$ cat config.mk
export PLATFORM = sky130hd
export DESIGN_NAME = int_to_ascii_text
export DESIGN_NICKNAME = d
export VERILOG_FILES = /design/src/sv/i2a_pkg.sv /design/src/sv/i2a_front.sv /design/src/sv/i2a_queue.sv /design/src/sv/i2a_back.sv /design/src/sv/int_to_ascii_text.sv
export SDC_FILE = /design/constraint.sdc
export NUM_CORES = 1
export LEC_CHECK = 0
export ABC_AREA = 1
export BUFFER_PORTS_ARGS = -buffer_cell sky130_fd_sc_hd__buf_2
export CAP_MARGIN = 10
export CELL_PAD_IN_SITES_DETAIL_PLACEMENT = 1
export CELL_PAD_IN_SITES_GLOBAL_PLACEMENT = 2
export CORE_MARGIN = 1
export CORE_UTILIZATION = 39
export DETAILED_ROUTE_END_ITERATION = 16
export PLACE_DENSITY = 0.83
export SYNTH_ARGS = -nofsm -noshare
export SYNTH_HDL_FRONTEND = slang
export SYNTH_SLANG_ARGS = --single-unit
$ cat constraint.sdc
create_clock -name clk_i -period 8.5 [get_ports clk_i]
set_clock_uncertainty 0.1 [all_clocks]
set_input_delay 1.7 -clock clk_i [delete_from_list [all_inputs] [get_ports clk_i]]
set_output_delay 1.7 -clock clk_i [all_outputs]
set_load 0.01 [all_outputs]
$ cat src/sv/i2a_pkg.sv
// Shared constants, types and helpers for the integer-to-ASCII text block.
package i2a_pkg;

  localparam int VALUE_WIDTH = 64;                        // value bits that take part
  localparam int NIBBLES     = (VALUE_WIDTH + 3) / 4;     // hex digits / dabble steps
  localparam int PAD_WIDTH   = NIBBLES * 4;               // magnitude padded to nibbles
  // ceil(VALUE_WIDTH * log10(2))
  localparam int DEC_DIGITS  = (VALUE_WIDTH * 30103 + 99999) / 100000;
  localparam int NDIG        = (DEC_DIGITS > NIBBLES) ? DEC_DIGITS : NIBBLES;
  localparam int IDX_W       = $clog2(NDIG);
  localparam int STEP_W      = (NIBBLES > 1) ? $clog2(NIBBLES) : 1;

  localparam int VALUE_FW    = 64;                        // value field width
  localparam int MODE_FW     = 2;
  localparam int CHAR_W      = 8;
  localparam int LEN_W       = 5;
  localparam int S_TDATA_W   = ((VALUE_FW + 7) / 8) * 8;
  localparam int M_TDATA_W   = ((CHAR_W + LEN_W + 7) / 8) * 8;

  localparam int QDEPTH      = 2;                         // power of two
  localparam int QPTR_W      = $clog2(QDEPTH);

  localparam logic [MODE_FW-1:0] MODE_SDEC = 2'd0;
  localparam logic [MODE_FW-1:0] MODE_UDEC = 2'd1;
  localparam logic [MODE_FW-1:0] MODE_SHEX = 2'd2;
  localparam logic [MODE_FW-1:0] MODE_UHEX = 2'd3;

  localparam logic [CHAR_W-1:0] CH_ZERO  = 8'h30;         // '0'
  localparam logic [CHAR_W-1:0] CH_X     = 8'h78;         // 'x'
  localparam logic [CHAR_W-1:0] CH_MINUS = 8'h2D;         // '-'
  localparam logic [CHAR_W-1:0] CH_ALPHA = 8'h37;         // 'A' - 10
  localparam logic [3:0]        RADIX_DEC = 4'd10;

  typedef struct packed {
    logic [PAD_WIDTH-1:0] mag;
    logic                 neg;
    logic                 hex;
  } item_t;

  typedef struct packed {
    logic empty;
    logic full;
  } qstat_t;

  function automatic logic [CHAR_W-1:0] digit_char(input logic [3:0] d);
    logic [CHAR_W-1:0] c;
    if (d < RADIX_DEC) begin
      c = CH_ZERO + CHAR_W'(d);
    end else begin
      c = CH_ALPHA + CHAR_W'(d);
    end
    return c;
  endfunction

endpackage

$ cat src/sv/i2a_front.sv
// Front end: accepts input transactions, classifies sign and radix, forms the magnitude.
module i2a_front
  import i2a_pkg::*;
(
  input  logic                 s_axis_tvalid_i,
  output logic                 s_axis_tready_o,
  input  logic [S_TDATA_W-1:0] s_axis_tdata_i,   // value [63:0]
  input  logic [MODE_FW-1:0]   s_axis_tuser_i,   // mode [1:0]
  input  qstat_t               qstat_i,
  output logic                 push_o,
  output item_t                item_o
);

  logic [VALUE_WIDTH-1:0] value;
  logic [MODE_FW-1:0]     mode;
  logic                   is_signed;
  logic                   neg;
  logic [VALUE_WIDTH-1:0] mag;

  assign value = s_axis_tdata_i[VALUE_WIDTH-1:0];
  assign mode  = s_axis_tuser_i;

  assign is_signed = (mode == MODE_SDEC) || (mode == MODE_SHEX);
  assign neg       = is_signed && value[VALUE_WIDTH-1];
  // most negative value negates to itself, which is its unsigned magnitude
  assign mag       = neg ? (~value + VALUE_WIDTH'(1)) : value;

  assign s_axis_tready_o = !qstat_i.full;
  assign push_o          = s_axis_tvalid_i && !qstat_i.full;

  assign item_o.mag = PAD_WIDTH'(mag);
  assign item_o.neg = neg;
  assign item_o.hex = (mode == MODE_SHEX) || (mode == MODE_UHEX);

endmodule

$ cat src/sv/i2a_queue.sv
// Short queue of classified items between front and back end.
module i2a_queue
  import i2a_pkg::*;
(
  input  logic   clk_i,
  input  logic   rst_ni,
  input  logic   push_i,
  input  item_t  item_i,
  input  logic   pop_i,
  output item_t  item_o,
  output qstat_t stat_o
);

  item_t             mem_q [QDEPTH];
  logic [QPTR_W-1:0] wr_q;
  logic [QPTR_W-1:0] rd_q;
  logic [QPTR_W:0]   cnt_q;

  always_ff @(posedge clk_i or negedge rst_ni) begin
    if (!rst_ni) begin
      wr_q  <= '0;
      rd_q  <= '0;
      cnt_q <= '0;
    end else begin
      if (push_i) begin
        wr_q <= wr_q + QPTR_W'(1);
      end
      if (pop_i) begin
        rd_q <= rd_q + QPTR_W'(1);
      end
      case ({push_i, pop_i})
        2'b10:   cnt_q <= cnt_q + (QPTR_W+1)'(1);
        2'b01:   cnt_q <= cnt_q - (QPTR_W+1)'(1);
        default: cnt_q <= cnt_q;
      endcase
    end
  end

  always_ff @(posedge clk_i) begin
    if (push_i) begin
      mem_q[wr_q] <= item_i;
    end
  end

  assign item_o       = mem_q[rd_q];
  assign stat_o.empty = (cnt_q == '0);
  assign stat_o.full  = (cnt_q == (QPTR_W+1)'(QDEPTH));

endmodule

$ cat src/sv/i2a_back.sv
// Back end: binary-to-BCD conversion, digit count and character emission.
module i2a_back
  import i2a_pkg::*;
(
  input  logic                 clk_i,
  input  logic                 rst_ni,
  input  item_t                item_i,
  input  qstat_t               qstat_i,
  output logic                 pop_o,
  output logic                 m_axis_tvalid_o,
  input  logic                 m_axis_tready_i,
  output logic [M_TDATA_W-1:0] m_axis_tdata_o,   // char_out [7:0], text_length [12:8]
  output logic                 m_axis_tlast_o
);

  typedef enum logic [1:0] {
    ST_IDLE,
    ST_CONV,
    ST_SCAN,
    ST_EMIT
  } state_e;

  state_e                     state_q;
  logic [NDIG-1:0][3:0]       dig_q;
  logic [NDIG-1:0][3:0]       dig_d;
  logic [PAD_WIDTH-1:0]       sh_q;
  logic [PAD_WIDTH-1:0]       sh_d;
  logic [STEP_W-1:0]          step_q;
  logic                       neg_q;
  logic                       hex_q;
  logic [LEN_W-1:0]           len_q;
  logic [LEN_W-1:0]           pre_q;
  logic [LEN_W-1:0]           cnt_q;
  logic [LEN_W-1:0]           ndig;
  logic [LEN_W-1:0]           pre;
  logic [LEN_W-1:0]           di;
  logic [CHAR_W-1:0]          ch;
  logic                       is_last;
  logic                       out_free;
  logic [CHAR_W-1:0]          char_q;
  logic [LEN_W-1:0]           olen_q;
  logic                       ovalid_q;
  logic                       olast_q;
  logic [NDIG-1:0][3:0]       hex_dig;

  // four double-dabble bit steps per cycle
  always_comb begin
    dig_d = dig_q;
    sh_d  = sh_q;
    for (int s = 0; s < 4; s++) begin
      for (int i = 0; i < NDIG; i++) begin
        if (dig_d[i] >= 4'd5) begin
          dig_d[i] = dig_d[i] + 4'd3;
        end
      end
      for (int i = NDIG - 1; i > 0; i--) begin
        dig_d[i] = {dig_d[i][2:0], dig_d[i-1][3]};
      end
      dig_d[0] = {dig_d[0][2:0], sh_d[PAD_WIDTH-1]};
      sh_d     = {sh_d[PAD_WIDTH-2:0], 1'b0};
    end
  end

  always_comb begin
    hex_dig = '0;
    for (int i = 0; i < NIBBLES; i++) begin
      hex_dig[i] = item_i.mag[4*i +: 4];
    end
  end

  // digits in the text: highest nonzero position, at least one
  always_comb begin
    ndig = LEN_W'(1);
    for (int i = 1; i < NDIG; i++) begin
      if (dig_q[i] != 4'd0) begin
        ndig = LEN_W'(i + 1);
      end
    end
  end

  assign pre = LEN_W'(neg_q) + (hex_q ? LEN_W'(2) : LEN_W'(0));
  assign di  = len_q - LEN_W'(1) - cnt_q;

  always_comb begin
    if (cnt_q >= pre_q) begin
      ch = digit_char(dig_q[di[IDX_W-1:0]]);
    end else if (neg_q && (cnt_q == '0)) begin
      ch = CH_MINUS;
    end else if (cnt_q == LEN_W'(neg_q)) begin
      ch = CH_ZERO;
    end else begin
      ch = CH_X;
    end
  end

  assign is_last  = (cnt_q == len_q - LEN_W'(1));
  assign out_free = !ovalid_q || m_axis_tready_i;
  assign pop_o    = (state_q == ST_IDLE) && !qstat_i.empty;

  always_ff @(posedge clk_i or negedge rst_ni) begin
    if (!rst_ni) begin
      state_q  <= ST_IDLE;
      dig_q    <= '0;
      sh_q     <= '0;
      step_q   <= '0;
      neg_q    <= 1'b0;
      hex_q    <= 1'b0;
      len_q    <= '0;
      pre_q    <= '0;
      cnt_q    <= '0;
      char_q   <= '0;
      olen_q   <= '0;
      ovalid_q <= 1'b0;
      olast_q  <= 1'b0;
    end else begin
      if ((state_q == ST_EMIT) && out_free) begin
        ovalid_q <= 1'b1;
      end else if (m_axis_tready_i) begin
        ovalid_q <= 1'b0;
      end
      unique case (state_q)
        ST_IDLE: begin
          if (!qstat_i.empty) begin
            neg_q  <= item_i.neg;
            hex_q  <= item_i.hex;
            sh_q   <= item_i.mag;
            step_q <= STEP_W'(NIBBLES - 1);
            if (item_i.hex) begin
              dig_q   <= hex_dig;
              state_q <= ST_SCAN;
            end else begin
              dig_q   <= '0;
              state_q <= ST_CONV;
            end
          end
        end
        ST_CONV: begin
          dig_q  <= dig_d;
          sh_q   <= sh_d;
          step_q <= step_q - STEP_W'(1);
          if (step_q == '0) begin
            state_q <= ST_SCAN;
          end
        end
        ST_SCAN: begin
          pre_q   <= pre;
          len_q   <= pre + ndig;
          cnt_q   <= '0;
          state_q <= ST_EMIT;
        end
        ST_EMIT: begin
          if (out_free) begin
            char_q   <= ch;
            olast_q  <= is_last;
            olen_q   <= is_last ? len_q : '0;
            cnt_q    <= cnt_q + LEN_W'(1);
            if (is_last) begin
              state_q <= ST_IDLE;
            end
          end
        end
        default: state_q <= ST_IDLE;
      endcase
    end
  end

  assign m_axis_tvalid_o = ovalid_q;
  assign m_axis_tlast_o  = olast_q;
  assign m_axis_tdata_o  = M_TDATA_W'({olen_q, char_q});

endmodule

$ cat src/sv/int_to_ascii_text.sv
// Top level: integer to ASCII text converter, decimal or hex, signed or unsigned.
//
//  channel  dir  tdata                               tuser        tlast
//  s_axis   in   [63:0] value                        [1:0] mode   -
//  m_axis   out  [7:0] char_out, [12:8] text_length  -            last character of the text
//
// Decimal: IDLE dequeues, CONV runs double dabble at four bits a cycle, SCAN counts the
// digits, then EMIT sends one character per cycle while the output is not stalled.
// Hex: IDLE loads the nibbles as digits and goes straight to SCAN, then EMIT. The back end
// works on one value at a time; the front end keeps accepting into a two-entry queue meanwhile.
// Reset clears the queue, the sequencer and the output register.
// An output stall holds the sequencer in EMIT; input stalls only when the queue is full.
module int_to_ascii_text
  import i2a_pkg::*;
(
  input  logic                 clk_i,
  input  logic                 rst_ni,
  input  logic                 s_axis_tvalid_i,
  output logic                 s_axis_tready_o,
  input  logic [S_TDATA_W-1:0] s_axis_tdata_i,   // value [63:0]
  input  logic [MODE_FW-1:0]   s_axis_tuser_i,   // mode [1:0]
  output logic                 m_axis_tvalid_o,
  input  logic                 m_axis_tready_i,
  output logic [M_TDATA_W-1:0] m_axis_tdata_o,   // char_out [7:0], text_length [12:8]
  output logic                 m_axis_tlast_o
);

  qstat_t qstat;
  logic   push;
  logic   pop;
  item_t  push_item;
  item_t  pop_item;

  i2a_front u_front (
    .s_axis_tvalid_i (s_axis_tvalid_i),
    .s_axis_tready_o (s_axis_tready_o),
    .s_axis_tdata_i  (s_axis_tdata_i),
    .s_axis_tuser_i  (s_axis_tuser_i),
    .qstat_i         (qstat),
    .push_o          (push),
    .item_o          (push_item)
  );

  i2a_queue u_queue (
    .clk_i  (clk_i),
    .rst_ni (rst_ni),
    .push_i (push),
    .item_i (push_item),
    .pop_i  (pop),
    .item_o (pop_item),
    .stat_o (qstat)
  );

  i2a_back u_back (
    .clk_i           (clk_i),
    .rst_ni          (rst_ni),
    .item_i          (pop_item),
    .qstat_i         (qstat),
    .pop_o           (pop),
    .m_axis_tvalid_o (m_axis_tvalid_o),
    .m_axis_tready_i (m_axis_tready_i),
    .m_axis_tdata_o  (m_axis_tdata_o),
    .m_axis_tlast_o  (m_axis_tlast_o)
  );

`ifndef SYNTHESIS
  a_last_len: assert property (@(posedge clk_i) disable iff (!rst_ni)
    (m_axis_tvalid_o && m_axis_tlast_o) |->
      (m_axis_tdata_o[12:8] != 5'd0) && (m_axis_tdata_o[12:8] <= 5'd20))
    else $error("last character without a valid text length");

  a_mid_len: assert property (@(posedge clk_i) disable iff (!rst_ni)
    (m_axis_tvalid_o && !m_axis_tlast_o) |-> (m_axis_tdata_o[12:8] == 5'd0))
    else $error("text length set on a non-final character");

  a_queue_fill: assert property (@(posedge clk_i) disable iff (!rst_ni)
    (s_axis_tvalid_i && s_axis_tready_o) |=> !qstat.empty)
    else $error("accepted transaction did not reach the queue");

  a_no_pop_empty: assert property (@(posedge clk_i) disable iff (!rst_ni)
    pop |-> !qstat.empty)
    else $error("pop from empty queue");
`endif

endmodule

==> results.md, run 1 <==
- The largest individual stage delay along the critical path comes from the cell dfrtp_1.
- For the pin with the worst max-slew slack, the measured transition is 1.040 ns.
- The cell seen most often among critical-path stages is nand2_1.
- The Yosys warning count is 0.
- Counting every sink on the clock net gives 314.
- The count of antenna diodes in the layout is 0.
- The mapped cell area is 0.02517 mm^2.
- In this run the standard cell core region covers 0.06343 mm^2.
- The number of gates resized after CTS was 0.
- STA puts the critical path data arrival time at 4.86 ns.
- The count of endpoints failing hold in the final timing report is 0.
- The maximum count of clock buffers along a single path is 3.
- The most common cell after layout, fill and taps aside is nand2_1.
- The clock reaches the later pin of the worst-skew pair after 0.58 ns.
- The nature of the critical path startpoint is a flip-flop.
- The starting density of the core is 0.3969.
- After floorplanning, the core was divided into 92 placement rows.
- The share of synthesized area occupied by flip-flops and latches is 0.3384.
- The number of buffers inserted to repair setup after CTS is 0.
- After detailed routing, the total wire length is 80.06 mm.
- Setup repair after global routing left no endpoint under its margin.
- The element type at the critical path end is a flip-flop.
- For this run, the total global-route usage over all layers was measured as 0.2422.
- The critical path starts at u_back.dig_q[32].
- The number of vias in the routed layout is 24,000.
- The share of Yosys cell area claimed by the top area cell type is 0.1809.
- The deepest level of the CTS H-tree is 2.
- The critical path is of the flip-flop to flip-flop type.
- The first detailed-routing pass ran for 4 iterations.
- For the worst setup path, the data required time is 8.90 ns.
- The number of buffers inserted during clock tree synthesis is 40.
- The vertical die dimension is 256.1 um.
- Measured in cells, the most critical reg-to-reg path has a length of 30.
- The number of buffers and inverters on the critical path is 5.
- Counting distinct cell types in the post-synthesis netlist gives 59.
- The synthesized design contains 132 enable-type register cells.
- The most common flop cell mapped by yosys is dfrtp_1.
- The cell family contributing the most delay on the critical path is simple AND/OR/NAND/NOR gates.
- The count of pins over their slew limit was 0.
- Entering global routing, the biggest net connects 86 pins.
- From synthesis to final layout, the design area changed by 10.91%.
- The critical path crosses 30 cells after its start point.
- The end of the worst register-to-register path is u_back.dig_q[33].
- Yosys attributes the largest share of cell area to dfrtp_1 (18%), edfxtp_1 (16%), nand2_1 (12%), ha_1 (9.3%), nor2_1 (8.4%).
- In this run, the number of DRC markers left after iteration 0 of detailed routing was 1,070.
- The fraction of registers with async set/reset is 0.5796.
- The number of flip-flops and latches in the synthesized netlist is 314.
- The worst slew margin relative to its limit is 0.3064.
- Summed over all instances, the cell type with the most area after synthesis is dfrtp_1.
- The post-layout minimum cycle time is 4.459 ns.
- The x dimension of the die is 256.1 um.
- The number of hold buffers added after cts is 0.
- The flow ran to the end, and the final reports show no timing, DRC or antenna violations.
- The count of antenna-violating nets left after detailed routing is 0.
- The first global-routing pass estimated 129.6 mm of wire.
- Pin placement for this block handled 89 I/O pins.
- The final layout contains 3,958 nets.
- The worst min-delay path category is flip-flop to flip-flop.
- The critical path ends at u_back.dig_q[33].
- The initial antenna violation count is 0.
- The cell at the root of the clock tree is clkbuf_16.
- The fmax is 224.3 MHz.
- The start of the worst register-to-register path is u_back.dig_q[32].
- The fraction of the cycle the final worst path needs is 0.5245.
- The number of instances in the synthesized netlist is 3,649.
- In this design, the stage delay of the slowest critical-path cell is 0.50 ns.
- The HPWL after detailed placement is 61.76 mm.
- In the layout the commonest cells are nand2_1 (834), nor2_1 (559), inv_1 (447), nand3_1 (336), a21oi_1 (235).
- Setup slack on the worst reg-to-reg path comes out at 4.04 ns.
- In the final timing run, aggregate negative setup slack is 0 ns.
- During placement, the flow inserted port buffers numbering 84.
- Setup violations remaining at the end of the flow were counted as 0.
- The number of global-route vias before repair is 25,260.
- In the routed layout, each cell is associated on average with a via count of 5.244.
- TritonCTS built the clock tree.
- The maximum fanout along the worst path is 7.
- The per-cell routed wire length is 17.50 um.
- Dividing the synthesized area by the synthesized cell count gives 6.899 um^2.
- The residual DRC count is 0.
- The count of maximum capacitance violations is 0.
- The die covers 0.06557 mm^2.
- The routability congestion estimate is 0.8550.
- For this run the aggregate overflow at the end of global routing stands at 0.
- Clock-pin slew was measured on the worst setup and hold paths at 0.06 ns.
- Of the cells placed in the final design, the portion with a size suffix greater than 1 is 0.08070.
==> synth_stat cells, types with 7 or more instances <==
cell type and number:
nor2_1 562, dfrtp_1 182, o21ai_0 211, inv_2 22, xnor2_1 28, nor4_1 15, ha_1 188, nand2_2 19
buf_2 9, xor2_1 50, and2_1 14, nand3b_1 11, nand3_2 11, buf_4 7, o211ai_1 21, a31oi_1 9
o21ai_1 44, nor2_2 7, inv_1 448, buf_1 10, nand2_1 834, clkbuf_1 72, nand3_1 336, o21ai_2 36
a22oi_1 24, a21oi_1 236, or2_2 17, nor3_1 18, edfxtp_1 132, nand4_1 22
==> cells by family (layout without fill, tap and decap cells) <==
logic type,after synthesis,count (layout),share of synthesized area
xor gates and xnor gates,81,81,0.02908
other,1,4,0.0001490
muxes,1,1,0.0003976
buffers and inverters,568,646,0.08619
and+or+nand+nor,1877,1877,0.3131
AOI/OAI and AO/OA,617,617,0.1376
adders and majority gates,190,190,0.09503
DFF,314,314,0.3384
==> routing by layer <==
layer / track usage / vias up / wire length [um] / share of wire
li1: - / 11980 / - / -
met1: 0.3148 / 11640 / 37600 / 0.47
met2: 0.4237 / 281 / 38640 / 0.48
met3: 0.02753 / 99 / 1976 / 0.025
met4: 0.06337 / 0 / 1845 / 0.023
met5: 0 / - / 0 / 0
==> state kept, by name (all words and copies together) (netlist names) <==
| signal | flops |
|---|---|
| u_back.char_q | 7 |
| u_back.cnt_q | 5 |
| u_back.dig_q | 80 |
| u_back.hex_q | 1 |
| u_back.len_q | 5 |
| u_back.m_axis_tlast_o | 1 |
| u_back.m_axis_tvalid_o | 1 |
| u_back.neg_q | 1 |
| u_back.olen_q | 5 |
| u_back.pre_q | 2 |
| u_back.sh_q | 64 |
| u_back.state_q | 2 |
| u_back.step_q | 4 |
| u_queue.cnt_q | 2 |
| u_queue.mem_q | 132 |
| u_queue.rd_q | 1 |
| u_queue.wr_q | 1 |
==> worst min path at each step <==
stage,startpoint,end,slack (ns),cells past startpoint
2_1_floorplan,u_back.sh_q[0],u_back.sh_q[0],0.34,2
3_3_place_gp,u_back.sh_q[0],u_back.sh_q[0],0.36,2
3_5_place_dp,u_back.sh_q[0],u_back.sh_q[0],0.37,2
4_1_cts,u_back.pre_q[0],u_back.pre_q[0],0.39,2
5_1_grt,u_back.char_q[1],u_back.char_q[1],0.40,2
6_report,u_back.pre_q[0],u_back.pre_q[0],0.38,2
==> through the flow <==
stage / setup slack (ns) / hold WS [ns] / std cells / util / area [um^2]
2_1_floorplan: 3.333 / 0.3422 / 3652 / - / 25180
3_3_place_gp: 4.322 / 0.3643 / 4502 / 0.4172 / 26460
3_5_place_dp: 4.068 / 0.3709 / 4502 / 0.4172 / 26460
4_1_cts: 4.032 / 0.3881 / 4576 / 0.4402 / 27920
5_1_grt: 3.556 / 0.4005 / 4576 / 0.4402 / 27920
6_report: 4.041 / 0.3812 / 4576 / 0.4402 / 27920
==> tightest hold or removal path, cell delays in order (launching register included) <==
cell and delay (ns):
dfrtp_1 0.34, nand2_1 0.06, nand2_1 0.05
==> final cells by class <==
cell class                 count  area [um^2]
fill                        8169        35510
sequential                   314         8519
inverter                     470         1767
tap                          846         1059
multi-input combinational   2770        14550
clock inverter                23        357.8
timing repair buffer         102        564.3
clock buffer                  51         1104
Power of run 1 is left out: the tool's default activity adds up to more than one toggle a clock period on the data nets, which glitch-free logic cannot reach.
==> inputs of run 2 (changes only) <==
--- a/config.mk
+++ b/config.mk
@@ -11,9 +11,9 @@
 export CELL_PAD_IN_SITES_DETAIL_PLACEMENT = 1
 export CELL_PAD_IN_SITES_GLOBAL_PLACEMENT = 2
 export CORE_MARGIN = 1
-export CORE_UTILIZATION = 39
+export CORE_UTILIZATION = 37
 export DETAILED_ROUTE_END_ITERATION = 16
-export PLACE_DENSITY = 0.83
+export PLACE_DENSITY = 0.79
 export SYNTH_ARGS = -nofsm -noshare
 export SYNTH_HDL_FRONTEND = slang
 export SYNTH_SLANG_ARGS = --single-unit
==> constraint.sdc (replaced) <==
create_clock -name clk_i -period 4.5 [get_ports clk_i]
set_clock_uncertainty 0.1 [all_clocks]
set_input_delay 0.9 -clock clk_i [delete_from_list [all_inputs] [get_ports clk_i]]
set_output_delay 0.9 -clock clk_i [all_outputs]
set_load 0.01 [all_outputs]
==> run 2 against run 1 <==
  * Clock-buffer cell count grew 7
  * Non-clock buffer count grew 19
  * Hold slack lost 0.11 ns
  * Wire length grew 2.2%
  * Critical path depth shrank 3
  * Core utilization shrank 1.8 points
  * Largest cell class unchanged
  * Highest routed layer is now met5
==> results.md, run 2 (synthesized netlist as in run 1, its figures left out) <==
- The flow ran to the end, and the final reports show no timing, DRC or antenna violations.
- The routability congestion estimate is 0.8414 (-1.6%).
- The residual DRC count was 0 (unchanged).
- The number of placed I/O pins was 89 (unchanged).
- The count of antenna-violating nets left after detailed routing is 0 (unchanged).
- The sequential cell area in the final layout is 0.008532 mm^2 (+0.15%).
- The number of failing setup endpoints in the final timing report was 0 (unchanged).
- The number of optimization iterations in the first detailed-route pass is 5 (+1).
- The count of routing violations after the opening detailed-route iteration is 1,107 (+3.5%).
- The final cell area excluding filler cells is 0.02838 mm^2 (+1.6%).
- The worst slew margin relative to its limit is 0.3348 (+0.02838).
- The worst reg2reg path depth is 27 (-10%).
- The clock latency at the later pin of the worst-skew pair is 0.59 ns (about the same).
- The per-cell routed wire length was 17.70 um (+1.2%).
- The area after detailed placement is 0.02662 mm^2 (+0.60%).
- The fraction of the cycle the final worst path needs was 0.9235 (+0.3990).
- The slack of the worst reg-to-reg path is 0.34 ns (-3.70 ns).
- The number of hold buffers added after cts is 0 (unchanged).
- TritonCTS built the clock tree.
- The starting density of the core is 0.3742 (-0.02272).
- The highest-delay cell along the critical path is dfrtp_1.
- The vertical die dimension is 262.8 um (+2.6%).
- The total grt overflow is 0 (unchanged).
- The largest net degree at the start of global routing was 169 (+97%).
- The final sum of negative setup slack came to 0 ns (unchanged).
- The number of inserted filler cells in the final layout is 8,570 (+4.9%).
- STA classifies the critical path startpoint as a flip-flop.
- The number of global-route vias before repair is 25,400 (+0.55%).
- The first-pass GRT wire length is 132.0 mm (+1.9%).
- The slack of the critical path is 0.3441 ns (-3.697 ns).
- The net count reported at finish came to 3,978 (+0.51%).
- The count of maximum capacitance violations is 0 (unchanged).
- The worst min-delay path category is input port to async pin.
- The clock net sink count was 314 (unchanged).
- The worst-case setup slack after placement is 0.1021 ns (-3.966 ns).
- Counting flops per register, the top entry is u_queue.mem_q.
- The count of endpoints failing hold in the final timing report is 0 (unchanged).
- The core region area is 0.06728 mm^2 (+6.1%).
- The number of buffers inserted during clock tree synthesis is 41 (+2.5%).
- The data arrival at the endpoint of the critical path is 4.53 ns (-0.33 ns).
- The deepest level of the CTS H-tree is 2 (unchanged).
- The clock transition time at the flip-flop clock pins of the worst setup and hold paths is 0.06 ns (about the same).
- The fmax is 240.6 MHz (+7.3%).
- The initial antenna violation count is 1 (+1).
- The die outline area was 0.06908 mm^2 (+5.4%).
- The endpoint required time on the critical path was 4.88 ns (-4.02 ns).
- The top cell types in the final layout, fill and taps aside, are nand2_1 (812), nor2_1 (557), inv_1 (427), nand3_1 (329), a21oi_1 (235).
- The maximum count of clock buffers along a single path was 3 (unchanged).
- The final cell count without fillers is 4,623 (+1.0%).
- The cell at the root of the clock tree is clkbuf_16.
- In the final layout, the registers with the most flip-flops are u_queue.mem_q (132), u_back.dig_q (80), u_back.sh_q (64).
- The count of pins over their slew limit is 0 (unchanged).
- The wire length reported by the detailed router is 81.81 mm (+2.2%).
- The area of combinational cells with multiple inputs was 0.01485 mm^2 (+2.1%).
- The instance count after placement with tap cells included is 4,539 (+0.82%).
- The post-layout minimum cycle time is 4.156 ns (-0.3027 ns).
- The proportion of layout cells with a drive suffix above 1 was 0.1080 (+0.02730).
- The HPWL after detailed placement is 62.28 mm (+0.83%).
- STA classifies the critical path endpoint as a flip-flop.
- The most common cell after layout, fill and taps aside is nand2_1.
- The x dimension of the die is 262.8 um (+2.6%).
- The transition time at the pin with the least slew margin is 0.9902 ns (-0.05019 ns).
- The biggest cell delay along the critical path is 0.43 ns (-0.07 ns).
- In this run the critical register-to-register path is launched from u_back.dig_q[24].
- The global router's overall resource usage is 0.2346 (-0.007535).
- The number of rows in the core area is 95 (+3.3%).
- The synthesis-to-finish area growth is 12.73%.
- The number of flip-flops in the largest register is 132 (unchanged).
- The launch point of the critical path is u_back.dig_q[24].
- The count of antenna diodes in the layout is 0 (unchanged).
- The type of the worst setup path is flip-flop to flip-flop.
- The count of buffers from port buffering was 84 (unchanged).
- The number of vias in the routed layout was 24,120 (+0.53%).
- The maximum fanout along the worst path is 4 (-3).
- The routed via count divided by cell count is 5.218 (-0.49%).
run 2: cell types whose count changed in the layout (fill, tap and decap cells not counted), moves of 6 or more:
cell and change:
buf_4 +15, bufinv_16 -6, dfrtp_1 -10, dfrtp_2 +10, ha_1 -10, ha_2 +10
inv_1 -20, inv_2 +19, nand2_1 -22, nand2_2 +22, nand3_1 -7, xor2_1 -7
run 2: repair_timing:
action | CTS | global route
setup endpoints to repair | 0 | 47
gates resized for setup | 0 | 99
setup buffers | 0 | 9
run 2: worst paths after layout:
check	end
min reg2reg	u_back.sh_q[1]
max reg2reg	u_back.dig_q[33]
max	u_back.dig_q[33]
min in group clk_i	u_back.sh_q[1]
min	u_back.dig_q[18]
max in group asynchronous	u_back.dig_q[52]
run 2: per-layer routing:
metal	global-route usage	wire length, um
met1	0.3106	38740
met3	0.02493	2032
met5	0	13
met4	0.06796	2331
met2	0.4030	38700
run 2: through the flow:
step                  util  hold slack [ns]
finish              0.4218           0.2720
global route        0.4218           0.2929
CTS                 0.4161           0.2747
detailed placement  0.3956           0.3630
global placement    0.3956           0.3593
floorplan                -           0.3422
run 2: worst max-delay path, delay by kind of cell, from the launching register on:
family,cells,cell delay [ns]
AOI/OAI and AO/OA,2,0.34
and+or+nand+nor,15,2.04
adders and majority gates,4,0.69
buffers and inverters,6,0.47
DFF,1,0.43
run 2: final cells by class:
| class | count | area share |
|---|---|---|
| repair buffers | 121 | 0.02668 |
| flip-flops and latches | 314 | 0.3007 |
| multi-input cells | 2770 | 0.5235 |
| well taps | 873 | 0.03849 |
| clock buffers | 58 | 0.04127 |
| clock inverters | 17 | 0.007099 |
| inverters | 470 | 0.06235 |
Power of run 2 is left out for the same reason.
==> inputs of run 3 (changes only) <==
--- a/config.mk
+++ b/config.mk
@@ -13,7 +13,7 @@
 export CORE_MARGIN = 1
 export CORE_UTILIZATION = 37
 export DETAILED_ROUTE_END_ITERATION = 16
-export PLACE_DENSITY = 0.79
+export PLACE_DENSITY_LB_ADDON = 0.1
 export SYNTH_ARGS = -nofsm -noshare
 export SYNTH_HDL_FRONTEND = slang
 export SYNTH_SLANG_ARGS = --single-unit
==> run 3 against run 2 <==
  * Sequential cell count stayed put
  * Critical endpoint is now u_back.dig_q[28]
  * Register-to-register slack lost 0.02 ns
  * Sequential share of layout area rose by 0.11 points
  * Die area unchanged
  * Critical path depth is 1 higher
==> results.md, run 3 (synthesized netlist as in run 1, its figures left out) <==
- The flow ran to the end, and the final reports show no timing, DRC or antenna violations.
- The x dimension of the die came to 262.8 um (unchanged).
- The layer with the highest usage after global routing is met2.
- The launch point of the critical path is u_back.dig_q[20].
- In the final layout, the registers with the most flip-flops are u_queue.mem_q (132), u_back.dig_q (80), u_back.sh_q (64).
- The die outline area is 0.06908 mm^2 (unchanged).
- The total grt overflow was 0 (unchanged).
- The number of inserted filler cells in the final layout is 8,607 (+0.43%).
- The number of placed I/O pins came to 89 (unchanged).
- The net count reported at finish was 3,975 (-0.075%).
- The clock transition time at the flip-flop clock pins of the worst setup and hold paths is 0.05 ns (about the same).
- The worst slew margin relative to its limit came to 0.3502 (+0.01541).
- The starting density of the core is 0.3742 (unchanged).
- The cell seen most often among critical-path stages is nand2_1.
- The area of combinational cells with multiple inputs is 0.01476 mm^2 (-0.62%).
- Leaving out fill and tap cells, the most frequent cell in the layout is nand2_1.
- The sequential cell area in the final layout is 0.008529 mm^2 (about the same).
- The clock latency at the later pin of the worst-skew pair is 0.58 ns (about the same).
- The HPWL after detailed placement is 62.90 mm (+1.0%).
- The clock net sink count is 314 (unchanged).
- The worst setup path is of the flip-flop to flip-flop kind.
- The vertical die dimension came to 262.8 um (unchanged).
- The fraction of the cycle the final worst path needs came to 0.9273 (+0.003775).
- The number of failing setup endpoints in the final timing report is 0 (unchanged).
- The transition time at the pin with the least slew margin is 0.9672 ns (-0.02294 ns).
- The start of the worst register-to-register path is u_back.dig_q[20].
- The count of pins over their slew limit came to 0 (unchanged).
- The maximum fanout along the worst path is 6 (+2).
- The number of vias in the routed layout came to 24,040 (-0.35%).
- The number of global-route vias before repair is 25,380 (-0.071%).
- The largest net degree at the start of global routing was 109 (-36%).
- The initial antenna violation count was 0 (-1).
- The per-cell routed wire length is 17.59 um (-0.59%).
- The count of antenna diodes in the layout is 0 (unchanged).
- The endpoint required time on the critical path came to 4.89 ns (about the same).
- The met2 routing resource usage after global routing came to 0.4040 (+0.001004).
- The wire length reported by the detailed router is 81.28 mm (-0.66%).
- The count of routing violations after the opening detailed-route iteration is 981 (-11%).
- The post-layout minimum cycle time came to 4.173 ns (+0.01699 ns).
- The number of rows in the core area is 95 (unchanged).
- The highest-delay cell along the critical path is dfrtp_2.
- The count of maximum capacitance violations came to 0 (unchanged).
- The data arrival at the endpoint of the critical path came to 4.56 ns (+0.03 ns).
- The first-pass GRT wire length is 130.9 mm (-0.78%).
- The met3 track demand over resource is 0.02699 (+0.002061).
- The routed via count divided by cell count was 5.203 (-0.28%).
- The count of endpoints failing hold in the final timing report is 0 (unchanged).
- The worst setup path is launched from a flip-flop.
- The synthesis-to-finish area growth is 12.29%.
- The element type at the critical path end is a flip-flop.
- The final sum of negative setup slack was 0 ns (unchanged).
- The number of flip-flops in the largest register is 132 (unchanged).
- TritonCTS built the clock tree.
- The number of optimization iterations in the first detailed-route pass is 5 (unchanged).
- The global router's overall resource usage is 0.2332 (-0.001464).
- The residual DRC count was 0 (unchanged).
- The core region area was 0.06728 mm^2 (unchanged).
- The register with the most flip-flops in the final layout is u_queue.mem_q.
- The met1 capacity usage during global routing is 0.3039 (-0.006742).
- The fmax was 239.6 MHz (-0.41%).
- The number of buffers inserted during clock tree synthesis is 40 (-2.4%).
- In this run the worst hold path is classified as input port to async pin.
- The root buffer cell chosen for the clock tree is clkbuf_16.
- The maximum count of clock buffers along a single path was 3 (unchanged).
- The count of buffers from port buffering was 84 (unchanged).
- The proportion of layout cells with a drive suffix above 1 came to 0.09981 (-0.008187).
- The library cells used most frequently in the layout, excluding fill and tap cells, are nand2_1 (816), nor2_1 (556), inv_1 (438), nand3_1 (331), a21oi_1 (234).
- The routability congestion estimate was 0.8585 (+2.0%).
- The deepest level of the CTS H-tree is 2 (unchanged).
- The biggest cell delay along the critical path is 0.44 ns (about the same).
- The count of antenna-violating nets left after detailed routing is 0 (unchanged).
==> run 3: final cells by class <==
cell class | count | area share
tap | 873 | 0.03864
timing repair buffer | 119 | 0.02581
clock buffer | 50 | 0.03780
sequential | 314 | 0.3017
multi-input combinational | 2770 | 0.5222
inverter | 470 | 0.06250
clock inverter | 24 | 0.01129
==> run 3: critical path: cells and delay by family (launching register included) <==
kind	cells	cell delay [ns]
flops	1	0.44
compound gates	1	0.15
buf+inv	5	0.39
simple gates	18	2.14
fa+ha+maj	4	0.88
==> run 3: timing repair <==
item | 4_1_cts | 5_1_grt
buffers inserted | 0 | 6
gates resized for setup | 0 | 65
hold buffers | 0 | 0
setup endpoints to repair | 0 | 46
==> run 3: worst paths after layout <==
| kind | slack, ns | end | cells past startpoint |
|---|---|---|---|
| min | 0.08 | u_back.dig_q[75] | 1 |
| max in group asynchronous | 3.09 | u_back.dig_q[12] | 2 |
| max reg2reg | 0.33 | u_back.dig_q[28] | 28 |
| min in group clk_i | 0.38 | u_back.sh_q[3] | 2 |
| min reg2reg | 0.38 | u_back.sh_q[3] | 2 |
| max | 0.33 | u_back.dig_q[28] | 28 |
==> run 3: metal layers <==
metal,vias up,share of wire
met5,-,0
met2,274,0.48
li1,12000,-
met1,11660,0.47
met3,109,0.028
met4,0,0.026
==> run 3: through the flow <==
step                hold WS (ns)  cell area (um^2)    util  worst slack, ns  cells
finish                   0.07637             28270  0.4202           0.3272   4620
global placement          0.3609             26610  0.3956           0.4246   4540
global route             0.06583             28270  0.4202         -0.03529   4620
detailed placement        0.3657             26610  0.3956           0.1772   4540
floorplan                 0.3422             25180       -           0.1328   3652
CTS                      0.05446             28000  0.4162           0.1513   4614
Power of run 3 is left out for the same reason.
